<file path="config.mk">
export PLATFORM = sky130hd
export DESIGN_NAME = byte_ring_fifo_with_delimiter_read_core_flat
export DESIGN_NICKNAME = d
export VERILOG_FILES = /design/src/brfifo_pkg.sv /design/src/brfifo_if.sv /design/src/brfifo_store.sv /design/src/brfifo_step.sv /design/src/byte_ring_fifo_with_delimiter_read_core.sv /design/src/flat_wrapper.sv
export SDC_FILE = /design/constraint.sdc
export NUM_CORES = 1
export LEC_CHECK = 0
export BUFFER_PORTS_ARGS = -buffer_cell sky130_fd_sc_hd__buf_2
export CAP_MARGIN = 40
export CORE_UTILIZATION = 56
export DETAILED_ROUTE_END_ITERATION = 10
export PLACE_DENSITY_LB_ADDON = 0.3
export SLEW_MARGIN = 10
export SYNTH_ARGS = -nofsm -noshare
export SYNTH_HDL_FRONTEND = slang
export SYNTH_HIERARCHICAL = 1
export SYNTH_SLANG_ARGS = --single-unit
</file>
<file path="constraint.sdc">
create_clock -name clk -period 3.35 [get_ports clk]
set_input_delay 1.005 -clock clk [delete_from_list [all_inputs] [get_ports clk]]
set_output_delay 1.005 -clock clk [all_outputs]
set_load 0.005 [all_outputs]
</file>
<file path="src/brfifo_pkg.sv">
// Package: shared constants and codes of the byte ring FIFO.
`timescale 1ns / 1ps
package brfifo_pkg;

    localparam int DEPTH_DEF = 64;

    localparam int ACTION_W = 3;
    localparam int BYTE_W   = 8;
    localparam int AMOUNT_W = 6;
    localparam int STATUS_W = 3;
    localparam int COUNT_W  = 6;

    localparam logic [ACTION_W-1:0] ACT_WRITE  = 3'd0;
    localparam logic [ACTION_W-1:0] ACT_READ   = 3'd1;
    localparam logic [ACTION_W-1:0] ACT_BLOCK  = 3'd2;
    localparam logic [ACTION_W-1:0] ACT_DELIM  = 3'd3;
    localparam logic [ACTION_W-1:0] ACT_QUERY  = 3'd4;

    localparam logic [STATUS_W-1:0] ST_DELIVERED = 3'd0;
    localparam logic [STATUS_W-1:0] ST_EMPTY     = 3'd1;
    localparam logic [STATUS_W-1:0] ST_ABSENT    = 3'd2;
    localparam logic [STATUS_W-1:0] ST_FULL      = 3'd3;
    localparam logic [STATUS_W-1:0] ST_DONE      = 3'd4;

endpackage

</file>
<file path="src/brfifo_if.sv">
// Interfaces: request and response channels of the byte ring FIFO.
`timescale 1ns / 1ps
interface brfifo_req_if;
    logic                              valid;
    logic                              ready;
    logic [brfifo_pkg::ACTION_W-1:0]   action;
    logic [brfifo_pkg::BYTE_W-1:0]     data_byte;
    logic [brfifo_pkg::AMOUNT_W-1:0]   amount;
    logic [brfifo_pkg::BYTE_W-1:0]     delimiter;

    modport source (output valid, action, data_byte, amount, delimiter, input ready);
    modport sink   (input valid, action, data_byte, amount, delimiter, output ready);
endinterface

interface brfifo_rsp_if;
    logic                              valid;
    logic                              ready;
    logic [brfifo_pkg::BYTE_W-1:0]     read_byte;
    logic                              last;
    logic [brfifo_pkg::STATUS_W-1:0]   status;
    logic [brfifo_pkg::COUNT_W-1:0]    readable_count;
    logic [brfifo_pkg::COUNT_W-1:0]    writable_count;

    modport source (output valid, read_byte, last, status, readable_count, writable_count,
                    input ready);
    modport sink   (input valid, read_byte, last, status, readable_count, writable_count,
                    output ready);
endinterface

</file>
<file path="src/brfifo_store.sv">
// Byte store: one write port, one read port with registered read data.
`timescale 1ns / 1ps
module brfifo_store #(
    parameter int DEPTH = brfifo_pkg::DEPTH_DEF,
    parameter int AW    = $clog2(DEPTH)
) (
    input  logic                          clk,
    input  logic                          wr_en,
    input  logic [AW-1:0]                 wr_addr,
    input  logic [brfifo_pkg::BYTE_W-1:0] wr_data,
    input  logic                          rd_en,
    input  logic [AW-1:0]                 rd_addr,
    output logic [brfifo_pkg::BYTE_W-1:0] rd_data
);

    logic [brfifo_pkg::BYTE_W-1:0] mem [DEPTH];
    logic [brfifo_pkg::BYTE_W-1:0] rd_data_reg;

    always_ff @(posedge clk)
    begin
        if (wr_en)
        begin
            mem[wr_addr] <= wr_data;
        end
        if (rd_en)
        begin
            rd_data_reg <= mem[rd_addr];
        end
    end

    assign rd_data = rd_data_reg;

endmodule

</file>
<file path="src/brfifo_step.sv">
// Shared pointer step: increment with wrap at the last slot.
`timescale 1ns / 1ps
module brfifo_step #(
    parameter int DEPTH = brfifo_pkg::DEPTH_DEF,
    parameter int AW    = $clog2(DEPTH)
) (
    input  logic [AW-1:0] ptr,
    output logic [AW-1:0] ptr_inc
);

    localparam logic [AW-1:0] LAST = AW'(DEPTH - 1);

    assign ptr_inc = (ptr == LAST) ? '0 : ptr + AW'(1);

endmodule

</file>
<file path="src/byte_ring_fifo_with_delimiter_read_core.sv">
// Top level: sequencer of the circular byte FIFO with block and delimiter reads.
//
// Usage: one request transaction on req carries an action (write, read one,
// read block, read to delimiter, query) with its byte, amount and delimiter.
// Each request yields one or more response transactions on rsp; the final one
// of a run has last set, and every response carries the readable and
// writable counts as they stand after it. The FIFO holds up to DEPTH-1 bytes.
// req.ready is high only while the sequencer is idle; one request is worked
// on at a time.
// Flow: write, single-result answers and query pass from acceptance
// through the emit state to the response register; a single read passes
// through the read-address and read-data states. Block and delimiter runs
// give each byte by a store read and a data state through the one store read
// port; the delimiter scan first inspects bytes, each inspected byte needing
// a store read and a compare of the registered data.
// Reset: pointers and count clear, the FIFO is empty, no response is pending.
// Store contents are not cleared; only written slots are ever read.
// Stall: a response waits in the output register until rsp.ready; the
// sequencer holds its run until the register frees.
`timescale 1ns / 1ps
module byte_ring_fifo_with_delimiter_read_core #(
    parameter int DEPTH = brfifo_pkg::DEPTH_DEF
) (
    input  logic          clk,
    input  logic          rst_n,
    brfifo_req_if.sink    req,
    brfifo_rsp_if.source  rsp
);

    localparam int AW = $clog2(DEPTH);
    localparam logic [AW-1:0] CAP = AW'(DEPTH - 1);

    typedef enum logic [5:0] {
        S_IDLE    = 6'b000001,
        S_EMIT    = 6'b000010,
        S_RD_ADDR = 6'b000100,
        S_RD_DATA = 6'b001000,
        S_SC_ADDR = 6'b010000,
        S_SC_CMP  = 6'b100000
    } state_t;

    state_t                            state_reg, state_next;
    logic [AW-1:0]                     rp_reg, rp_next;
    logic [AW-1:0]                     wp_reg, wp_next;
    logic [AW-1:0]                     cnt_reg, cnt_next;
    logic [AW-1:0]                     remain_reg, remain_next;
    logic [AW-1:0]                     scan_ptr_reg, scan_ptr_next;
    logic [AW-1:0]                     scan_idx_reg, scan_idx_next;
    logic [brfifo_pkg::BYTE_W-1:0]     delim_reg, delim_next;
    logic [brfifo_pkg::STATUS_W-1:0]   pend_reg, pend_next;

    logic                              ov_reg, ov_next;
    logic [brfifo_pkg::BYTE_W-1:0]     obyte_reg, obyte_next;
    logic                              olast_reg, olast_next;
    logic [brfifo_pkg::STATUS_W-1:0]   ostat_reg, ostat_next;
    logic [brfifo_pkg::COUNT_W-1:0]    ordc_reg, ordc_next;
    logic [brfifo_pkg::COUNT_W-1:0]    owrc_reg, owrc_next;

    logic                              wr_en, rd_en;
    logic [AW-1:0]                     rd_addr;
    logic [brfifo_pkg::BYTE_W-1:0]     rd_data;
    logic [AW-1:0]                     step_in, step_out;
    logic                              slot_free;
    logic [brfifo_pkg::AMOUNT_W-1:0]   cnt_ext;
    logic [AW-1:0]                     blk_n;
    logic [AW-1:0]                     idx_inc;

    brfifo_store #(.DEPTH(DEPTH), .AW(AW)) u_store (
        .clk     (clk),
        .wr_en   (wr_en),
        .wr_addr (wp_reg),
        .wr_data (req.data_byte),
        .rd_en   (rd_en),
        .rd_addr (rd_addr),
        .rd_data (rd_data)
    );

    brfifo_step #(.DEPTH(DEPTH), .AW(AW)) u_step (
        .ptr     (step_in),
        .ptr_inc (step_out)
    );

    assign slot_free = !ov_reg || rsp.ready;
    assign req.ready = (state_reg == S_IDLE);

    // amount saturates to the held count
    assign cnt_ext = brfifo_pkg::AMOUNT_W'(cnt_reg);
    assign blk_n   = (req.amount < cnt_ext) ? AW'(req.amount) : cnt_reg;
    assign idx_inc = scan_idx_reg + AW'(1);

    always_comb
    begin
        case (state_reg)
            S_IDLE:    step_in = wp_reg;
            S_SC_CMP:  step_in = scan_ptr_reg;
            default:   step_in = rp_reg;
        endcase
    end

    always_comb
    begin
        state_next    = state_reg;
        rp_next       = rp_reg;
        wp_next       = wp_reg;
        cnt_next      = cnt_reg;
        remain_next   = remain_reg;
        scan_ptr_next = scan_ptr_reg;
        scan_idx_next = scan_idx_reg;
        delim_next    = delim_reg;
        pend_next     = pend_reg;
        ov_next       = ov_reg && !rsp.ready;
        obyte_next    = obyte_reg;
        olast_next    = olast_reg;
        ostat_next    = ostat_reg;
        ordc_next     = ordc_reg;
        owrc_next     = owrc_reg;
        wr_en         = 1'b0;
        rd_en         = 1'b0;
        rd_addr       = rp_reg;

        case (state_reg)
            S_IDLE:
            begin
                if (req.valid)
                begin
                    delim_next = req.delimiter;
                    state_next = S_EMIT;
                    pend_next  = brfifo_pkg::ST_DONE;
                    case (req.action)
                        brfifo_pkg::ACT_WRITE:
                        begin
                            if (cnt_reg == CAP)
                            begin
                                pend_next = brfifo_pkg::ST_FULL;
                            end
                            else
                            begin
                                wr_en    = 1'b1;
                                wp_next  = step_out;
                                cnt_next = cnt_reg + AW'(1);
                            end
                        end
                        brfifo_pkg::ACT_READ:
                        begin
                            if (cnt_reg == '0)
                            begin
                                pend_next = brfifo_pkg::ST_EMPTY;
                            end
                            else
                            begin
                                remain_next = AW'(1);
                                state_next  = S_RD_ADDR;
                            end
                        end
                        brfifo_pkg::ACT_BLOCK:
                        begin
                            if (blk_n == '0)
                            begin
                                pend_next = brfifo_pkg::ST_EMPTY;
                            end
                            else
                            begin
                                remain_next = blk_n;
                                state_next  = S_RD_ADDR;
                            end
                        end
                        brfifo_pkg::ACT_DELIM:
                        begin
                            if (cnt_reg == '0)
                            begin
                                pend_next = brfifo_pkg::ST_EMPTY;
                            end
                            else
                            begin
                                scan_ptr_next = rp_reg;
                                scan_idx_next = '0;
                                state_next    = S_SC_ADDR;
                            end
                        end
                        default:
                        begin
                            pend_next = brfifo_pkg::ST_DONE;
                        end
                    endcase
                end
            end
            S_EMIT:
            begin
                if (slot_free)
                begin
                    ov_next    = 1'b1;
                    obyte_next = '0;
                    olast_next = 1'b1;
                    ostat_next = pend_reg;
                    ordc_next  = brfifo_pkg::COUNT_W'(cnt_reg);
                    owrc_next  = brfifo_pkg::COUNT_W'(CAP - cnt_reg);
                    state_next = S_IDLE;
                end
            end
            S_RD_ADDR:
            begin
                // pop: count and pointer move now, byte shows next cycle
                rd_en       = 1'b1;
                rd_addr     = rp_reg;
                rp_next     = step_out;
                cnt_next    = cnt_reg - AW'(1);
                remain_next = remain_reg - AW'(1);
                state_next  = S_RD_DATA;
            end
            S_RD_DATA:
            begin
                if (slot_free)
                begin
                    ov_next    = 1'b1;
                    obyte_next = rd_data;
                    olast_next = (remain_reg == '0);
                    ostat_next = brfifo_pkg::ST_DELIVERED;
                    ordc_next  = brfifo_pkg::COUNT_W'(cnt_reg);
                    owrc_next  = brfifo_pkg::COUNT_W'(CAP - cnt_reg);
                    state_next = (remain_reg == '0) ? S_IDLE : S_RD_ADDR;
                end
            end
            S_SC_ADDR:
            begin
                rd_en      = 1'b1;
                rd_addr    = scan_ptr_reg;
                state_next = S_SC_CMP;
            end
            S_SC_CMP:
            begin
                if (rd_data == delim_reg)
                begin
                    remain_next = idx_inc;
                    state_next  = S_RD_ADDR;
                end
                else if (idx_inc == cnt_reg)
                begin
                    pend_next  = brfifo_pkg::ST_ABSENT;
                    state_next = S_EMIT;
                end
                else
                begin
                    scan_idx_next = idx_inc;
                    scan_ptr_next = step_out;
                    state_next    = S_SC_ADDR;
                end
            end
            default:
            begin
                state_next = S_IDLE;
            end
        endcase
    end

    always_ff @(posedge clk or negedge rst_n)
    begin
        if (!rst_n)
        begin
            state_reg <= S_IDLE;
            rp_reg    <= '0;
            wp_reg    <= '0;
            cnt_reg   <= '0;
            ov_reg    <= 1'b0;
        end
        else
        begin
            state_reg <= state_next;
            rp_reg    <= rp_next;
            wp_reg    <= wp_next;
            cnt_reg   <= cnt_next;
            ov_reg    <= ov_next;
        end
    end

    always_ff @(posedge clk)
    begin
        remain_reg   <= remain_next;
        scan_ptr_reg <= scan_ptr_next;
        scan_idx_reg <= scan_idx_next;
        delim_reg    <= delim_next;
        pend_reg     <= pend_next;
        obyte_reg    <= obyte_next;
        olast_reg    <= olast_next;
        ostat_reg    <= ostat_next;
        ordc_reg     <= ordc_next;
        owrc_reg     <= owrc_next;
    end

    assign rsp.valid          = ov_reg;
    assign rsp.read_byte      = obyte_reg;
    assign rsp.last           = olast_reg;
    assign rsp.status         = ostat_reg;
    assign rsp.readable_count = ordc_reg;
    assign rsp.writable_count = owrc_reg;

endmodule

</file>
<file path="src/flat_wrapper.sv">
// flat-port wrapper written by rule: the top's interface ports become plain ports
module byte_ring_fifo_with_delimiter_read_core_flat 
#(
    parameter int DEPTH = brfifo_pkg::DEPTH_DEF
)
  (clk, rst_n, req_valid, req_action, req_data_byte, req_amount, req_delimiter, req_ready, rsp_valid, rsp_read_byte, rsp_last, rsp_status, rsp_readable_count, rsp_writable_count, rsp_ready);
  brfifo_req_if req_i ();
  brfifo_rsp_if rsp_i ();
  input  logic clk;
  input  logic rst_n;
  input wire logic [$bits(req_i.valid)-1:0] req_valid;
  input wire logic [$bits(req_i.action)-1:0] req_action;
  input wire logic [$bits(req_i.data_byte)-1:0] req_data_byte;
  input wire logic [$bits(req_i.amount)-1:0] req_amount;
  input wire logic [$bits(req_i.delimiter)-1:0] req_delimiter;
  output wire logic [$bits(req_i.ready)-1:0] req_ready;
  output wire logic [$bits(rsp_i.valid)-1:0] rsp_valid;
  output wire logic [$bits(rsp_i.read_byte)-1:0] rsp_read_byte;
  output wire logic [$bits(rsp_i.last)-1:0] rsp_last;
  output wire logic [$bits(rsp_i.status)-1:0] rsp_status;
  output wire logic [$bits(rsp_i.readable_count)-1:0] rsp_readable_count;
  output wire logic [$bits(rsp_i.writable_count)-1:0] rsp_writable_count;
  input wire logic [$bits(rsp_i.ready)-1:0] rsp_ready;
  assign req_i.valid = req_valid;
  assign req_i.action = req_action;
  assign req_i.data_byte = req_data_byte;
  assign req_i.amount = req_amount;
  assign req_i.delimiter = req_delimiter;
  assign req_ready = req_i.ready;
  assign rsp_valid = rsp_i.valid;
  assign rsp_read_byte = rsp_i.read_byte;
  assign rsp_last = rsp_i.last;
  assign rsp_status = rsp_i.status;
  assign rsp_readable_count = rsp_i.readable_count;
  assign rsp_writable_count = rsp_i.writable_count;
  assign rsp_i.ready = rsp_ready;
  byte_ring_fifo_with_delimiter_read_core #(.DEPTH(DEPTH)) u_core (.clk(clk), .rst_n(rst_n), .req(req_i), .rsp(rsp_i));
endmodule
</file>
After elaboration in Yosys (flattened, before gate mapping)

Memories as Yosys holds them, arrays and structs flattened. A register that Yosys moved wholly into a read port is not among the register bits.
Index checks and enable logic that the tools add are counted.

$lt $le $gt $ge: 1
Equality and inequality tests: 27
Reductions and logical operators: 24
Shift-type cells: 0
Divide/modulo/power cells: 0
Add/sub/neg operators: 6
Multiplexer cells: 63
Bitwise operators: 1
Multipliers: 0

Operators with widths:

| kind                                                   | count |
|---|---|
| two-way mux 6 bit                                      | 24 |
| one-hot mux 6 bit (2 select lines)                     | 5 |
| one-hot mux 6 bit (3 select lines)                     | 2 |
| one-hot mux 6 bit (6 select lines)                     | 1 |
| two-way mux 3 bit                                      | 11 |
| adder 6 x 1 -> 6 bit (second input constant)           | 3 |
| equality test 6 bit (second input constant)            | 3 |
| zero test 6 bit                                        | 3 |
| two-way mux 8 bit                                      | 2 |
| one-hot mux 8 bit (2 select lines)                     | 1 |
| inequality test 2 x 1 -> 1 bit (second input constant) | 6 |
| one-hot mux 3 bit (2 select lines)                     | 2 |
| AND reduction 4 bit                                    | 3 |
| AND reduction 6 bit                                    | 2 |
| subtractor 6 x 1 -> 6 bit (second input constant)      | 2 |
| two-way mux 1 bit                                      | 11 |
| two-way mux 5 bit                                      | 2 |
| inequality test 2 bit (second input constant)          | 5 |
| one-hot mux 3 bit (3 select lines)                     | 1 |
| equality test 8 bit                                    | 1 |
| equality test 3 x 2 -> 1 bit (second input constant)   | 2 |
| equality test 6 x 1 -> 1 bit (second input constant)   | 1 |
| equality test 6 x 2 -> 1 bit (second input constant)   | 1 |
| equality test 6 x 3 -> 1 bit (second input constant)   | 1 |
| other kinds (19)                                       | 27 |

Bits of input ports: 29
Memories kept: 1
Logic and storage cells: 138
Bits in latches: 0
Bits in registers: 78
Bits in read-only memories: 0
Output and inout bits: 26
Bits in writable memories: 512

Memories:

| name               | words | width | rd ports | clocked after memory_dff | wr ports | RTL line           | RTL |
|---|---|---|---|---|---|---|---|
| u_core.u_store.mem | 64    | 8     | 1        | 1                        | 1        | brfifo_store.sv:16 | `logic [brfifo_pkg::BYTE_W-1:0] mem [DEPTH];` |

Depth between registers and ports, before layout

Depth after elaboration: 7
Depth in mapped cells: 14
Gate-level depth less buffers: 12

Modules after synthesis

Netlist, hierarchy kept.

Modules (own cells, without submodules):

| module                                  | area each (um^2) | sequential area each (um^2) | times used | cells an instance |
|---|---|---|---|---|
| brfifo_store                            | 20,245.7         | 15,615.0                    | 1          | 940 |
| byte_ring_fifo_with_delimiter_read_core | 4,073.9          | 2,218.4                     | 1          | 375 |
| brfifo_step                             | 101.3            | 0.0                         | 1          | 15 |

Worst setup path after synthesis

OpenSTA, ideal clock, no wires.

Kind: reg2reg
From: register u_core.state_reg[3]
To: register u_core.u_store.rd_data_reg, in the netlist u_core/u_store/rd_data[3] (read register of u_core.u_store.mem), data pin
Period minus slack after synthesis: 3.160 ns
Stages on the path, launching flop included: 12
Data arrival time: 2.894 ns
Path slack: 0.190 ns
Required time: 3.084 ns
Setup time: 0.266 ns
Path buffers: 2
Cell sequence: dfrtp_1 -> nor4_2 -> nand3b_1 -> inv_1 -> nand2_1 -> nand2_1 -> buf_6 -> buf_4 -> mux4_2 -> mux4_2 -> o21ai_1 -> o41ai_1

Elaborated cells between the ends (all ways): 5
Classes of those cells: eq/ne: 2; mux: 2; reduce/logical: 1

RTL lines:

| what                         | RTL line                                       | RTL |
|---|---|---|
| from (decl)                  | byte_ring_fifo_with_delimiter_read_core.sv:42  | `state_t state_reg, state_next;` |
| from (signal assigned)       | byte_ring_fifo_with_delimiter_read_core.sv:267 | `state_reg <= state_next;` |
| equality test 6 x 5 -> 1 bit | byte_ring_fifo_with_delimiter_read_core.sv:121 | `case (state_reg)` |
| two-way mux 6 bit            | byte_ring_fifo_with_delimiter_read_core.sv:121 |  |
| net u_core.rd_addr[0]        | byte_ring_fifo_with_delimiter_read_core.sv:60  | `logic [AW-1:0] rd_addr;` |
| to (decl)                    | brfifo_store.sv:17                             | `logic [brfifo_pkg::BYTE_W-1:0] rd_data_reg;` |

The timed path passes the listed nets, and every way through them passes these cells.
A chain may end at the register's enable or synchronous reset.

Final worst setup path

From: register u_core.state_reg[2]
To: register u_core.u_store.rd_data_reg, in the netlist u_core/u_store/rd_data[6] (read register of u_core.u_store.mem), data pin

Same word-level chain as after synthesis.

==> impl_metrics.csv <==
group,metric,value,unit
setup_path,startpoint_type,"register",
routing,vias_per_cell,6.10,
synth,synth_top_cell_by_area,"edfxtp_1",
finish,multi_input_area,6220,sq um
floorplanning,core_area,43100,sq um
global_route,grt_max_degree,65,
finish,final.fill_count,2880,
global_route,overflow,0,
synth,synthFlopType,"edfxtp_1",
synth,syn_area_per_cell,18.4,sq um
job,max_cap_viol_count,0,
finish,diodes,0,
synth,mappedNetlistArea,24400,sq um
finish,areaGrowthSynthToFinish,14.8,%
synth,synthCells,1330,
finish,nNetsFinal,1562,
setup_path,worst-endpoint-required,3700,ps
timing,finalCritPeriodShare,97.2,%
synth,netlist_top_cells_count,"573 x edfxtp_1, 126 x mux4_2, 108 x nor2_1",
routing,first_iter_violations,1523,
run_status,status,"finished, final reports clean",
synth,ys_types,69,
floorplanning,die_h,211,microns
pwr,clkPwrFrac,28.5,%
pwr,power.internal,14900,uW
pwr,p_leak,0.00934,uW
routing,drc,0,
pwr,power_density,755,nW/um^2
routing,ant_nets,0,
cts,tritoncts,"yes",
pwr,ir_drop,0.000455,V
finish,post-route-util,65.1,%
setup_path,crit_chain,"nor4_4 > nand3b_1 > inv_2 > nand2_1 > nand2_4 > buf_12 > buf_8 > mux4_2 > mux2_2 > o221a_2 > nor3_2 > o32ai_1",
global_route,grt_pass1_vias,13100,
synth,synth.top_cell.area_share,70.5,%
timing,worst_slew_margin_rel,49.8,%
cts,cts_buffer_depth,3,
global_route,antenna_found_initial,0,
pwr,power,21200,uW
pwr,power_switching,6230,uW
timing,rsz0062_at_grt,"yes",
setup_path,cp.buffers_inverters,3,
global_route,track_usage,24.7,%
synth,yosysWarnings,6,
cts,clk_latency,630,ps
timing,final_max_slew_viol_count,0,
finish,seq_area,17800,sq um
synth,synth_edf_count,573,
cts,cts.reportedPaths.clkPinSlew,60,ps
synth,synth_nets,1373,
finish,largest_reg_flops,512,
timing,fin_crit,3260,ps
place,portBuffers,54,
pwr,seqPwrFrac,41.9,%
setup_path,worstSetupPathType,"reg2reg",
cts,clockRootBuffer,"clkbuf_16",
timing,fmax,307,MHz
finish,drive_above_1_share,28.0,%
routing,dr.pass1.iters,6,
timing,setup_viol,0,
floorplanning,die_w,211,microns
cts,h-tree-depth,2,
finish,top_register,"u_core/u_store/mem",
synth,synth_most_common_cell,"edfxtp_1",
floorplanning,fp.dieArea,44400,sq um
setup_path,crit_slowest_cell,"mux4_2",
timing,fin_skew,24.2,ps
setup_path,cp.arrival,3610,ps
setup_path,critPathMaxStageDelay,490,ps
cts,clock_sinks,598,
routing,wl,53300,microns
cts,numCtsBuffers,58,
cts,cts_setup_buffers,0,
timing,worstMarginPinSlew,753,ps
floorplanning,initial_utilization,56.7,%
place,dp_hpwl,34300,microns
place,gp_congestion,0.929,
setup_path,crit_family,"simple AND/OR/NAND/NOR gates",
pwr,p_sw_share,29.4,%
synth,synth-seq-cells,598,
timing,hold_viol,0,
hold_path,hold_class,"in2async",
routing,via_count,13100,
pwr,comb_power_share,29.6,%
global_route,grt_pass1_wl,80600,microns
routing,wl_per_cell,24.9,microns
setup_path,path_max_fanout,9,
floorplanning,std_cell_rows,76,
setup_path,worst_setup_path_end_kind,"register",
synth,ys_seq_area_share,73.0,%
synth,async_flop_share,4.18,%
cts,cts_hold_buffers,0,
synth,yosys-top-cells-area,"edfxtp_1 70%, mux4_2 12%, dfrtp_1 2.5%",
floorplanning,pin_count,55,
## repair_timing
action,CTS,global route
endpoints found under the setup margin,3,6
gates resized for setup,4,12
gates cloned,0,0
## area by class of cell
class                   instances  area share, %
flip-flops and latches        598           63.6
inverters                      17          0.228
multi-input cells             652           22.2
repair buffers                192           5.18
clock inverters                20          0.696
well taps                     585           2.61
clock buffers                  80           5.51
## logic make-up after synthesis
family | after synthesis | synth area share (%)
flops | 598 | 73.0
buf+inv | 80 | 1.80
xor+xnor | 30 | 1.24
fa+ha+maj | 14 | 0.748
simple gates | 329 | 6.28
compound gates | 102 | 3.09
mux | 177 | 13.8
## per-stage QoR
| stage | TNS, ps | hold WS (ps) | setup WS [ps] | cells | cell area (sq um) |
|---|---|---|---|---|---|
| detailed placement | -293 | 513 | -74.0 | 2044 | 26200 |
| finish | 0 | 400 | 93.6 | 2144 | 28000 |
| global placement | -52.0 | 512 | -39.4 | 2044 | 26200 |
| floorplan | 0 | 420 | 190 | 1330 | 24400 |
| CTS | 0 | 394 | 39.0 | 2144 | 28000 |
| global route | -75.5 | 447 | -53.9 | 2144 | 28000 |
## final timing paths
| path | cells after the start | to | from | slack, ps |
|---|---|---|---|---|
| setup / recovery | 12 | u_core/u_store/rd_data[6] | u_core/state_reg[2] | 90 |
| hold / removal | 1 | u_core/cnt_ext[2] | rst_n | 400 |
| setup reg to reg | 12 | u_core/u_store/rd_data[6] | u_core/state_reg[2] | 90 |
| hold reg to reg | 2 | u_core/rp_reg[5] | u_core/rp_reg[5] | 530 |
| max in group asynchronous | 1 | u_core/state_reg[2] | rst_n | 2540 |
| min in group clk | 2 | u_core/rp_reg[5] | u_core/rp_reg[5] | 530 |
## power by group through the flow
stage	Sequential [uW]	Combinational, uW	Clock [uW]
after global routing	8900	6660	6380
after CTS	8860	6200	6140
after floorplan	8890	4350	0
after global placement	9000	6050	0
after detailed placement	9010	6130	0
final	8870	6260	6040
## per-layer routing
metal / share of wire (%) / wire length, microns / global-route usage [%] / vias to the layer above
met5: 0 / 0 / 0 / -
met3: 7.2 / 3820 / 4.18 / 102
met4: 2.8 / 1510 / 7.80 / 0
met1: 41 / 22100 / 34.6 / 6721
li1: - / - / - / 5695
met2: 49 / 25900 / 39.9 / 558
## placed cells by master, fill, tap and decap left out, types with 16 or more instances in the layout
cell type  netlist  layout
dfrtp_1         24      24
buf_4           13     125
buf_2           15      54
clkbuf_1        23      21
clkbuf_16        0      58
nand2_1        106     102
mux4_2         126     126
edfxtp_1       573     573
mux2i_1         31      30
nor2b_1         16      16
xnor2_1         20      20
mux2_2          20      20
nand3_1         26      26
nor2_1         108     108
No activity file was read; power rests on OpenSTA's default activity.
